$ cat config.mk
export PLATFORM = sky130hd
export DESIGN_NAME = mfrw_pix_unit
export DESIGN_NICKNAME = d
export VERILOG_FILES = /design/src/hw/rtl/mono_framebuffer_remap_writer_unit_macros.svh /design/src/hw/rtl/mfrw_pkg.sv /design/src/hw/rtl/mfrw_pix_unit.sv
export SDC_FILE = /design/constraint.sdc
export NUM_CORES = 1
export LEC_CHECK = 0
export BUFFER_PORTS_ARGS = -buffer_cell sky130_fd_sc_hd__buf_2
export CAP_MARGIN = 20
export CORE_ASPECT_RATIO = 1.5
export CORE_MARGIN = 10
export CORE_UTILIZATION = 50
export CTS_CLUSTER_SIZE = 12
export DETAILED_ROUTE_END_ITERATION = 7
export PLACE_DENSITY = 0.74
export SLEW_MARGIN = 0
export SYNTH_ARGS = -nofsm -noshare
export SYNTH_HDL_FRONTEND = slang
export SYNTH_SLANG_ARGS = --single-unit
$ cat constraint.sdc
create_clock -name clk -period 5.55 [get_ports clk]
set_input_delay 1.11 -clock clk [delete_from_list [all_inputs] [get_ports clk]]
set_output_delay 1.11 -clock clk [all_outputs]
set_load 0.03 [all_outputs]
$ cat src/hw/rtl/mono_framebuffer_remap_writer_unit_macros.svh
// ----------------------------------------------------------------------------
// Assertion macros for the mono framebuffer remap writer
// Shared property forms used by the RTL checks.
// ----------------------------------------------------------------------------
`ifndef MONO_FRAMEBUFFER_REMAP_WRITER_UNIT_MACROS_SVH
`define MONO_FRAMEBUFFER_REMAP_WRITER_UNIT_MACROS_SVH

// same-cycle implication, checked out of reset
`define MFRW_ASSERT_NOW(label, clk_s, rst_n_s, ante, cons, msg) \
	label: assert property (@(posedge clk_s) disable iff (!rst_n_s) (ante) |-> (cons)) \
		else $error(msg);

// next-cycle implication, checked out of reset
`define MFRW_ASSERT_NEXT(label, clk_s, rst_n_s, ante, cons, msg) \
	label: assert property (@(posedge clk_s) disable iff (!rst_n_s) (ante) |=> (cons)) \
		else $error(msg);

`endif

$ cat src/hw/rtl/mfrw_pkg.sv
// ----------------------------------------------------------------------------
// mfrw_pkg
// Geometry, action codes and shared types of the mono framebuffer writer.
// ----------------------------------------------------------------------------
`timescale 1ns / 1ps

package mfrw_pkg;

	// panel geometry
	localparam int HORIZ_RES   = 400;
	localparam int VERT_RES    = 300;
	localparam int FRAME_BYTES = (HORIZ_RES * VERT_RES) / 8;
	localparam int ROW_BYTES   = VERT_RES / 4;
	localparam int MEM_AW      = $clog2(FRAME_BYTES);

	// fixed field widths
	localparam int COORD_W = 9;
	localparam int ADDR_W  = 14;
	localparam int DATA_W  = 8;
	localparam int ACT_W   = 3;

	// action codes
	localparam logic [ACT_W-1:0] ACT_SET_PIXEL = 3'd0;
	localparam logic [ACT_W-1:0] ACT_BEGIN_WIN = 3'd1;
	localparam logic [ACT_W-1:0] ACT_WIN_BYTE  = 3'd2;
	localparam logic [ACT_W-1:0] ACT_FILL      = 3'd3;
	localparam logic [ACT_W-1:0] ACT_READ      = 3'd4;

	// configuration register indexes
	localparam logic [1:0] REG_WIN_LEFT   = 2'd0;
	localparam logic [1:0] REG_WIN_TOP    = 2'd1;
	localparam logic [1:0] REG_WIN_RIGHT  = 2'd2;
	localparam logic [1:0] REG_WIN_BOTTOM = 2'd3;

	// pixel location as seen by the frame memory
	typedef struct packed {
		logic [MEM_AW-1:0] addr;
		logic [DATA_W-1:0] mask;
		logic              onscreen;
	} pix_t;

endpackage

$ cat src/hw/rtl/mfrw_pix_unit.sv
// ----------------------------------------------------------------------------
// mfrw_pix_unit
// Shared pixel-to-byte mapper: registers byte address, bit mask, on-screen.
// ----------------------------------------------------------------------------
`timescale 1ns / 1ps

module mfrw_pix_unit (
	input  logic                         clk,
	input  logic                         load,
	input  logic [mfrw_pkg::COORD_W-1:0] x,
	input  logic [mfrw_pkg::COORD_W-1:0] y,
	output mfrw_pkg::pix_t               pix
);

	localparam int PROD_W = 16;

	logic [mfrw_pkg::COORD_W-1:0] inv_y;
	logic [PROD_W-1:0]            prod;
	logic [PROD_W-1:0]            idx;
	logic [2:0]                   bit_pos;
	logic                         on_scr;
	mfrw_pkg::pix_t               pix_q;

	// row inversion and landscape packing
	always_comb begin
		inv_y   = mfrw_pkg::COORD_W'(mfrw_pkg::VERT_RES - 1) - y;
		prod    = PROD_W'(x[mfrw_pkg::COORD_W-1:1]) * PROD_W'(mfrw_pkg::ROW_BYTES);
		idx     = prod + PROD_W'(inv_y[mfrw_pkg::COORD_W-1:2]);
		bit_pos = {inv_y[1:0], x[0]};
		on_scr  = ({1'b0, x} < (mfrw_pkg::COORD_W + 1)'(mfrw_pkg::HORIZ_RES)) &&
		          ({1'b0, y} < (mfrw_pkg::COORD_W + 1)'(mfrw_pkg::VERT_RES));
	end

	always_ff @(posedge clk) begin
		if (load) begin
			pix_q.addr     <= idx[mfrw_pkg::MEM_AW-1:0];
			pix_q.mask     <= 8'h80 >> bit_pos;
			pix_q.onscreen <= on_scr;
		end
	end

	assign pix = pix_q;

endmodule

# Word level (Yosys, flattened, before mapping)
# Index checks and enable logic that the tools add are counted.
# W data, S select, Z words.
[op_classes]
addsub = 2
multipliers = 1
n_lt_le_gt_ge = 2
n_shift = 1
reduce_logical = 1
[op_table]
columns = ["cell", "n"]
rows = [
  ["$lt A9 B9 Y1 const B", 2],
  ["$add A14 B7 Y14", 1],
  ["$mul A8 B7 Y14 const B", 1],
  ["$sub A9 B9 Y9 const A", 1],
  ["$shr A8 B3 Y8 const A", 1],
  ["$logic_and A1 B1 Y1", 1],
]
[totals]
reg_bits = 23
in_bits = 20
out_inout_bits = 23
elab_cells = 10

# Depth between registers and ports, before layout
# Gate-level depths: netlist of run 1.
[depth]
word_depth = 2
depth_mapped = 17
mapped_depth_nobuf = 16

# Least setup slack after synthesis of run 1
# OpenSTA, ideal clock, no wires.
[synth_path]
kind = "input-to-reg"
start = "input y[2] in the netlist's numbering"
end = "register pix_q (netlist bit pix[22]), data pin"
setup_time_ps = 260
t_arrival_ps = 4470
required_ps = 5290
setup_slack_ps = 820
stages = 16
path_buffers = 0
cell_sequence = "ha_1 > o21ai_0 > nand2_1 > xor2_1 > fa_1 > inv_1 > ha_1 > inv_1 > fa_1 > inv_1 > ha_1 > and3_4 > a2111oi_4 > a21oi_2 > a41oi_2 > xnor2_1"
[synth_between]
elab_chain_cells = 2
[synth_rtl]
columns = ["item", "line", "rtl"]
rows = [
  ["from (decl)", "mfrw_pix_unit.sv:11", "input logic [mfrw_pkg::COORD_W-1:0] y,"],
  ["$sub A9 B9 Y9", "mfrw_pix_unit.sv:26", "inv_y = mfrw_pkg::COORD_W'(mfrw_pkg::VERT_RES - 1) - y;"],
  ["$add A14 B7 Y14", "mfrw_pix_unit.sv:28", "idx = prod + PROD_W'(inv_y[mfrw_pkg::COORD_W-1:2]);"],
  ["via idx[13]", "mfrw_pix_unit.sv:19", "logic [PROD_W-1:0] idx;"],
  ["to (decl)", "mfrw_pix_unit.sv:22", "mfrw_pkg::pix_t pix_q;"],
]
# The timed path passes the listed nets, and every way through them passes these cells.
# A chain may end at the register's enable or synchronous reset.

# Worst setup path after layout of run 1
# Same ends and word-level chain as after synthesis.

==> results of run 1 <==
worst max-delay path, stage by stage:
cell	delay (ns)
sky130_fd_sc_hd__buf_2	0.12
sky130_fd_sc_hd__ha_1	0.22
sky130_fd_sc_hd__o21ai_0	0.28
sky130_fd_sc_hd__nand2_1	0.10
sky130_fd_sc_hd__xor2_1	0.17
sky130_fd_sc_hd__fa_1	0.48
sky130_fd_sc_hd__inv_1	0.04
sky130_fd_sc_hd__ha_1	0.26
sky130_fd_sc_hd__inv_1	0.05
sky130_fd_sc_hd__fa_1	0.52
sky130_fd_sc_hd__inv_1	0.04
sky130_fd_sc_hd__ha_1	0.33
sky130_fd_sc_hd__and3_4	0.21
sky130_fd_sc_hd__a2111oi_4	0.43
sky130_fd_sc_hd__a21oi_2	0.14
sky130_fd_sc_hd__a41oi_2	0.22
sky130_fd_sc_hd__xnor2_1	0.08
report_power, final:
part	internal [mW]	switching, mW	leakage [nW]	total, mW
clock network	0.0500	0.0507	0.0255	0.101
logic	0.218	0.345	1.01	0.562
registers	0.265	0.00937	0.223	0.274
total	0.533	0.405	1.26	0.937
synthesized netlist by cell type (all sizes together), types with 2 or more instances:
cell type / instances / area share
o21a: 2 / 0.0070
and3: 3 / 0.011
a21oi: 9 / 0.023
o21ai: 4 / 0.0093
and2: 2 / 0.0058
edfxtp: 23 / 0.32
xnor2: 7 / 0.029
ha: 41 / 0.24
inv: 46 / 0.080
nand4: 2 / 0.0058
nor2: 9 / 0.016
xor2: 7 / 0.029
a211oi: 2 / 0.0070
nand2: 5 / 0.0087
a21o: 3 / 0.010
nor3b: 3 / 0.010
fa: 14 / 0.13
nor3: 3 / 0.0070
final cells by class:
class                   count  area (um2)  area share
well taps                  46        57.6      0.0234
multi-input cells         126        1280       0.522
repair buffers             42         210      0.0854
clock buffers               3        41.3      0.0168
inverters                  46         173      0.0702
flip-flops and latches     23         691       0.281
clock inverters             1        5.00     0.00203
routing by layer:
metal / vias to the layer above / routed length [um]
met5: - / 0
met2: 31 / 1910
met4: 0 / 77
met1: 682 / 1470
li1: 751 / -
met3: 6 / 224
per-stage QoR:
step / cells / hold slack, ns / instance area [um2] / worst slack, ns / power, mW
floorplan: 196 / 1.22 / 2150 / 0.820 / 0.720
global placement: 283 / 1.46 / 2410 / 0.549 / 0.836
detailed placement: 283 / 1.46 / 2410 / 0.477 / 0.849
CTS: 287 / 1.19 / 2460 / 0.760 / 0.950
global route: 287 / 1.19 / 2460 / 0.595 / 1.02
finish: 287 / 1.19 / 2460 / 0.770 / 0.937
kinds of logic after synthesis:
logic type,Yosys count,synth area share
DFF,23,0.321
adders and majority gates,55,0.369
and+or+nand+nor,32,0.0809
xor gates and xnor gates,14,0.0570
AOI/OAI and AO/OA,25,0.0902
buffers and inverters,47,0.0820
worst max path at each step:
stage,to,startpoint,depth (start not counted),slack [ns]
after floorplan,pix[22],y[2],16,0.82
final,pix[22],y[2],17,0.77
after CTS,pix[22],y[2],17,0.76
after global placement,pix[22],y[2],17,0.55
after global routing,pix[22],y[2],17,0.60
after detailed placement,pix[22],y[2],17,0.48
==> impl_metrics.sql, run 1 <==
INSERT INTO impl_metrics (metric_group, metric, value, unit) VALUES
('place', 'place.detailed.hpwl', '3280', 'um'),
('setup_path', 'worstSetupStartpointType', 'primary input', ''),
('setup_path', 'crit_path_capture_type', 'flop', ''),
('global_routing', 'first_global_vias', '1502', ''),
('synth', 'netlist_area', '2150', 'um2'),
('power', 'powerDensity', '381', 'nW/um2'),
('final_layout', 'drive_gt1_frac', '0.207', ''),
('timing', 'totalNegativeSetupSlack', '0', 'ns'),
('timing', 'fmax', '209', 'MHz'),
('floorplanning', 'die_outline_height', '100', 'um'),
('min_path', 'worstHoldEndpoint', 'pix[9]', ''),
('route', 'drt_drc_violations_left', '0', ''),
('clock_tree', 'clk_transition_reported_paths', '0.08', 'ns'),
('global_routing', 'grt_busiest_layer', 'met2', ''),
('route', 'postRouteAntennaNets', '0', ''),
('route', 'detail_route.iter0.violations', '73', ''),
('synth', 'async_flop_share', '0', ''),
('min_path', 'min-delay-start', 'y[2]', ''),
('global_routing', 'grt_start_max_net_pins', '24', ''),
('clock_tree', 'cts.htree.levels', '1', ''),
('final_layout', 'final.fill_count', '359', ''),
('setup_path', 'critical_path_class', 'in2reg', ''),
('synth', 'synth.avg_cell_area', '11.0', 'um2'),
('floorplanning', 'ioPinCount', '43', ''),
('global_routing', 'grt_use_met3', '0.0148', ''),
('setup_path', 'worstPathArrival', '4.80', 'ns'),
('clock_tree', 'cts_num_sinks', '23', ''),
('global_routing', 'globalRoute.totalOverflow', '0', ''),
('timing', 'final_hold_viol_count', '0', ''),
('final_layout', 'postLayoutCoreUtil', '0.585', ''),
('global_routing', 'antenna_violations_before_repair', '0', ''),
('synth', 'post_synth_num_cell_types', '31', ''),
('power', 'power_leakage', '1.26', 'nW'),
('global_routing', 'groute.usage.overall', '0.103', ''),
('timing', 'post-route-period-util', '0.861', ''),
('setup_path', 'cp_data_required_time', '5.57', 'ns'),
('route', 'detailedRoute.firstPassIterationCount', '4', ''),
('final_layout', 'diodes', '0', ''),
('place', 'finalWeightedCongestion', '0.815', ''),
('synth', 'postSynthCellCount', '196', ''),
('synth', 'postSynth.topFlopCell', 'sky130_fd_sc_hd__edfxtp_1', ''),
('synth', 'synth_seq_area_share', '0.321', ''),
('timing', 'timing.final.crit_period', '4.78', 'ns'),
('clock_tree', 'ctsRootBufferMaster', 'sky130_fd_sc_hd__clkbuf_8', ''),
('flow_run', 'cap_violations', '0', ''),
('min_path', 'min-delay-path-class', 'in2reg', ''),
('clock_tree', 'cts_buffer_depth', '2', ''),
('min_path', 'hold-path-cell-count', '2', ''),
('floorplanning', 'floorplan.initialDensity', '0.511', ''),
('timing', 'final-max-slew-violation-count', '0', ''),
('clock_tree', 'cts_inserted_buffers', '3', ''),
('power', 'worst_ir_drop_vdd', '0.000243', 'V'),
('synth', 'postSynthRegisterBits', '23', ''),
('route', 'wl_per_cell', '12.8', 'um'),
('final_layout', 'fin_nets', '317', ''),
('setup_path', 'worstPathMaxFanout', '5', ''),
('synth', 'synth_warnings', '0', ''),
('final_layout', 'area_delta_synth_final', '14.4', '%'),
('clock_tree', 'postCtsSetupRepairBufs', '0', ''),
('route', 'totalWireLength', '3680', 'um'),
('floorplanning', 'core', '4210', 'um2'),
('clock_tree', 'cts_tree', 'done', ''),
('route', 'num_vias', '1470', ''),
('floorplanning', 'rows', '29', ''),
('clock_tree', 'cts_resized', '0', ''),
('timing', 'max_slew_headroom_at_the_worst_pin', '0.670', ''),
('floorplanning', 'die_extent_in_x', '73.6', 'um'),
('status', 'status', 'finished clean', ''),
('global_routing', 'grt_use_met1', '0.112', ''),
('clock_tree', 'post_cts_hold_buffers', '0', ''),
('global_routing', 'grt_pass1_wl', '6350', 'um'),
('timing', 'setup_viol_count_final', '0', ''),
('timing', 'tightest_slew', '0.496', 'ns'),
('place', 'io_buffer_count', '42', ''),
('synth', 'synth.net_count', '271', ''),
('final_layout', 'largest_register_ff_count', '23', ''),
('floorplanning', 'die_area', '7380', 'um2'),
('synth', 'number_of_flops_mapped_to_enable_cells_by_yosys', '23', ''),
('route', 'post_drt_via_cell_ratio', '5.12', ''),
('global_routing', 'grt_util_met2', '0.182', ''),
('final_layout', 'final_cell_mix', 'sky130_fd_sc_hd__inv_1, sky130_fd_sc_hd__buf_2, sky130_fd_sc_hd__ha_1, sky130_fd_sc_hd__edfxtp_1, sky130_fd_sc_hd__fa_1', ''),
('final_layout', 'layout_commonest_cell', 'sky130_fd_sc_hd__inv_1', ''),
('timing', 'rsz0062_at_grt', 'false', '');
(Power assumes the default switching activity.)
==> run 2: changes to the inputs <==
Settings changed: CORE_MARGIN 10 to 2, CTS_BUF_LIST set to sky130_fd_sc_hd__clkbuf_4 sky130_fd_sc_hd__clkbuf_8 sky130_fd_sc_hd__clkbuf_16, GPL_TIMING_DRIVEN set to 0.
==> run 2 against run 1 <==
  * Non-clock buffer count up 1
  * Utilization increased by 0.66 points
  * Worst setup slack worse by 0.023 ns
  * Critical path depth did not move
  * Cell area up 0.25%
  * Final cell count rose by 0.35%
  * Sequential cell count unchanged
  * Sequential power about the same
==> impl_metrics.sql, run 2 (same netlist as run 1, synthesis figures left out) <==
INSERT INTO impl_metrics (metric_group, metric, value, unit) VALUES
('status', 'status', 'finished clean', ''),
('min_path', 'min-delay-start', 'y[8]', ''),
('place', 'placement.cell_area', '2420', 'um2'),
('floorplanning', 'die_outline_height', '84.3', 'um'),
('final_layout', 'fin_nets', '318', ''),
('route', 'num_vias', '1455', ''),
('clock_tree', 'post_cts_hold_buffers', '0', ''),
('route', 'detailedRoute.firstPassIterationCount', '4', ''),
('power', 'power.internal', '0.536', 'mW'),
('floorplanning', 'floorplan.initialDensity', '0.515', ''),
('power', 'power_leakage', '1.26', 'nW'),
('global_routing', 'grt_start_max_net_pins', '24', ''),
('clock_tree', 'cts_num_sinks', '23', ''),
('setup_path', 'worstPathMaxFanout', '5', ''),
('place', 'io_buffer_count', '42', ''),
('setup_path', 'cp_data_required_time', '5.56', 'ns'),
('clock_tree', 'ctsRootBufferMaster', 'sky130_fd_sc_hd__clkbuf_8', ''),
('floorplanning', 'die_area', '4850', 'um2'),
('global_routing', 'groute.usage.overall', '0.152', ''),
('floorplanning', 'ioPinCount', '43', ''),
('timing', 'max_slew_headroom_at_the_worst_pin', '0.680', ''),
('clock_tree', 'cts_tree', 'done', ''),
('place', 'finalWeightedCongestion', '0.812', ''),
('min_path', 'hold-path-cell-count', '2', ''),
('route', 'postRouteAntennaNets', '0', ''),
('setup_path', 'worstPathArrival', '4.81', 'ns'),
('timing', 'fmax', '208', 'MHz'),
('setup_path', 'crit_path_capture_type', 'flop', ''),
('final_layout', 'fin_area', '2470', 'um2'),
('place', 'pre_cts_ws', '0.458', 'ns'),
('floorplanning', 'rows', '29', ''),
('final_layout', 'final_cell_mix', 'sky130_fd_sc_hd__inv_1, sky130_fd_sc_hd__buf_2, sky130_fd_sc_hd__ha_1, sky130_fd_sc_hd__edfxtp_1, sky130_fd_sc_hd__fa_1', ''),
('global_routing', 'globalRoute.totalOverflow', '0', ''),
('final_layout', 'layout_commonest_cell', 'sky130_fd_sc_hd__inv_1', ''),
('clock_tree', 'cts.htree.levels', '1', ''),
('power', 'power.switching_fraction', '0.425', ''),
('final_layout', 'final_cells', '288', ''),
('timing', 'final-max-slew-violation-count', '0', ''),
('timing', 'timing.final.ws_setup', '0.747', 'ns'),
('clock_tree', 'postCtsSetupRepairBufs', '0', ''),
('setup_path', 'cp_slowest_stage_delay', '0.52', 'ns'),
('setup_path', 'critical_path.cell_chain', 'buf_2 > ha_1 > o21ai_0 > nand2_1 > xor2_1 > fa_1 > inv_1 > ha_1 > inv_1 > fa_1 > inv_1 > ha_1 > and3_4 > a2111oi_4 > a21oi_2 > a41oi_2 > xnor2_1', ''),
('power', 'comb_power_share', '0.600', ''),
('floorplanning', 'core', '4170', 'um2'),
('timing', 'timing.final.crit_period', '4.80', 'ns'),
('power', 'worst_ir_drop_vdd', '0.000238', 'V'),
('setup_path', 'critPathBufInv', '4', ''),
('power', 'netSwitchingPower', '0.397', 'mW'),
('timing', 'setup_viol_count_final', '0', ''),
('final_layout', 'area_delta_synth_final', '14.7', '%'),
('clock_tree', 'cts_buffer_depth', '2', ''),
('floorplanning', 'die_extent_in_x', '57.6', 'um'),
('timing', 'final_hold_viol_count', '0', ''),
('final_layout', 'largest_register_ff_count', '23', ''),
('clock_tree', 'cts_resized', '0', ''),
('setup_path', 'worstSetupStartpointType', 'primary input', ''),
('timing', 'totalNegativeSetupSlack', '0', 'ns'),
('clock_tree', 'clk_transition_reported_paths', '0.07', 'ns'),
('route', 'totalWireLength', '3330', 'um'),
('route', 'post_drt_via_cell_ratio', '5.05', ''),
('global_routing', 'grt_pass1_wl', '5890', 'um'),
('setup_path', 'critical_path_class', 'in2reg', ''),
('power', 'clockPowerShare', '0.107', ''),
('power', 'sequential_power_share', '0.293', ''),
('final_layout', 'postLayoutCoreUtil', '0.591', ''),
('timing', 'whs', '1.20', 'ns'),
('final_layout', 'drive_gt1_frac', '0.207', ''),
('route', 'detail_route.iter0.violations', '32', ''),
('clock_tree', 'cts_inserted_buffers', '3', ''),
('power', 'powerDensity', '378', 'nW/um2'),
('place', 'place.detailed.hpwl', '2880', 'um'),
('min_path', 'min-delay-path-class', 'in2reg', ''),
('place', 'dp_cells', '284', ''),
('route', 'drt_drc_violations_left', '0', ''),
('power', 'total_power', '0.933', 'mW'),
('setup_path', 'cp_top_family', 'adder cells', ''),
('final_layout', 'diodes', '0', ''),
('global_routing', 'antenna_violations_before_repair', '0', ''),
('global_routing', 'first_global_vias', '1440', ''),
('setup_path', 'worst_path_max_delay_cell', 'sky130_fd_sc_hd__fa_1', ''),
('timing', 'rsz0062_at_grt', 'false', ''),
('timing', 'tightest_slew', '0.480', 'ns'),
('route', 'wl_per_cell', '11.5', 'um'),
('min_path', 'worstHoldEndpoint', 'pix[0]', ''),
('flow_run', 'cap_violations', '0', ''),
('timing', 'post-route-period-util', '0.865', '');
[run 2: changes by cell type in the layout (fill, tap and decap cells not counted)]
cell,before,now
sky130_fd_sc_hd__clkbuf_1,0,1
sky130_fd_sc_hd__clkinv_2,1,0
sky130_fd_sc_hd__clkbuf_4,0,1
[run 2: worst max path at each step]
stage,from,end,slack [ns],cells after the start
floorplan,y[2],pix[22],0.82,16
global placement,y[2],pix[22],0.49,17
detailed placement,y[2],pix[22],0.46,17
CTS,y[2],pix[22],0.72,17
global route,y[2],pix[22],0.49,17
finish,y[2],pix[22],0.75,17
[run 2: final cells by class]
class	instances	area (um2)
Fill cell	365	1710
Multi-Input combinational cell	126	1280
Sequential cell	23	691
Timing Repair Buffer	42	210
Inverter	46	173
Tap cell	46	57.6
Clock buffer	4	48.8
Buffer	1	3.75
[run 2: layer usage]
layer  global-route usage  vias to the layer above  routed length [um]
met5                    0                        -                   0
met4               0.0613                        0                  36
met3               0.0108                        2                 127
met2                0.288                       31                1810
met1                0.169                      673                1350
li1                     -                      749                   -
[run 2: power by group through the flow]
stage / Combinational [mW] / Clock [mW] / Sequential [mW]
finish: 0.560 / 0.0995 / 0.274
global route: 0.638 / 0.109 / 0.278
CTS: 0.566 / 0.103 / 0.275
detailed placement: 0.562 / 0 / 0.278
global placement: 0.550 / 0 / 0.277
floorplan: 0.341 / 0 / 0.379
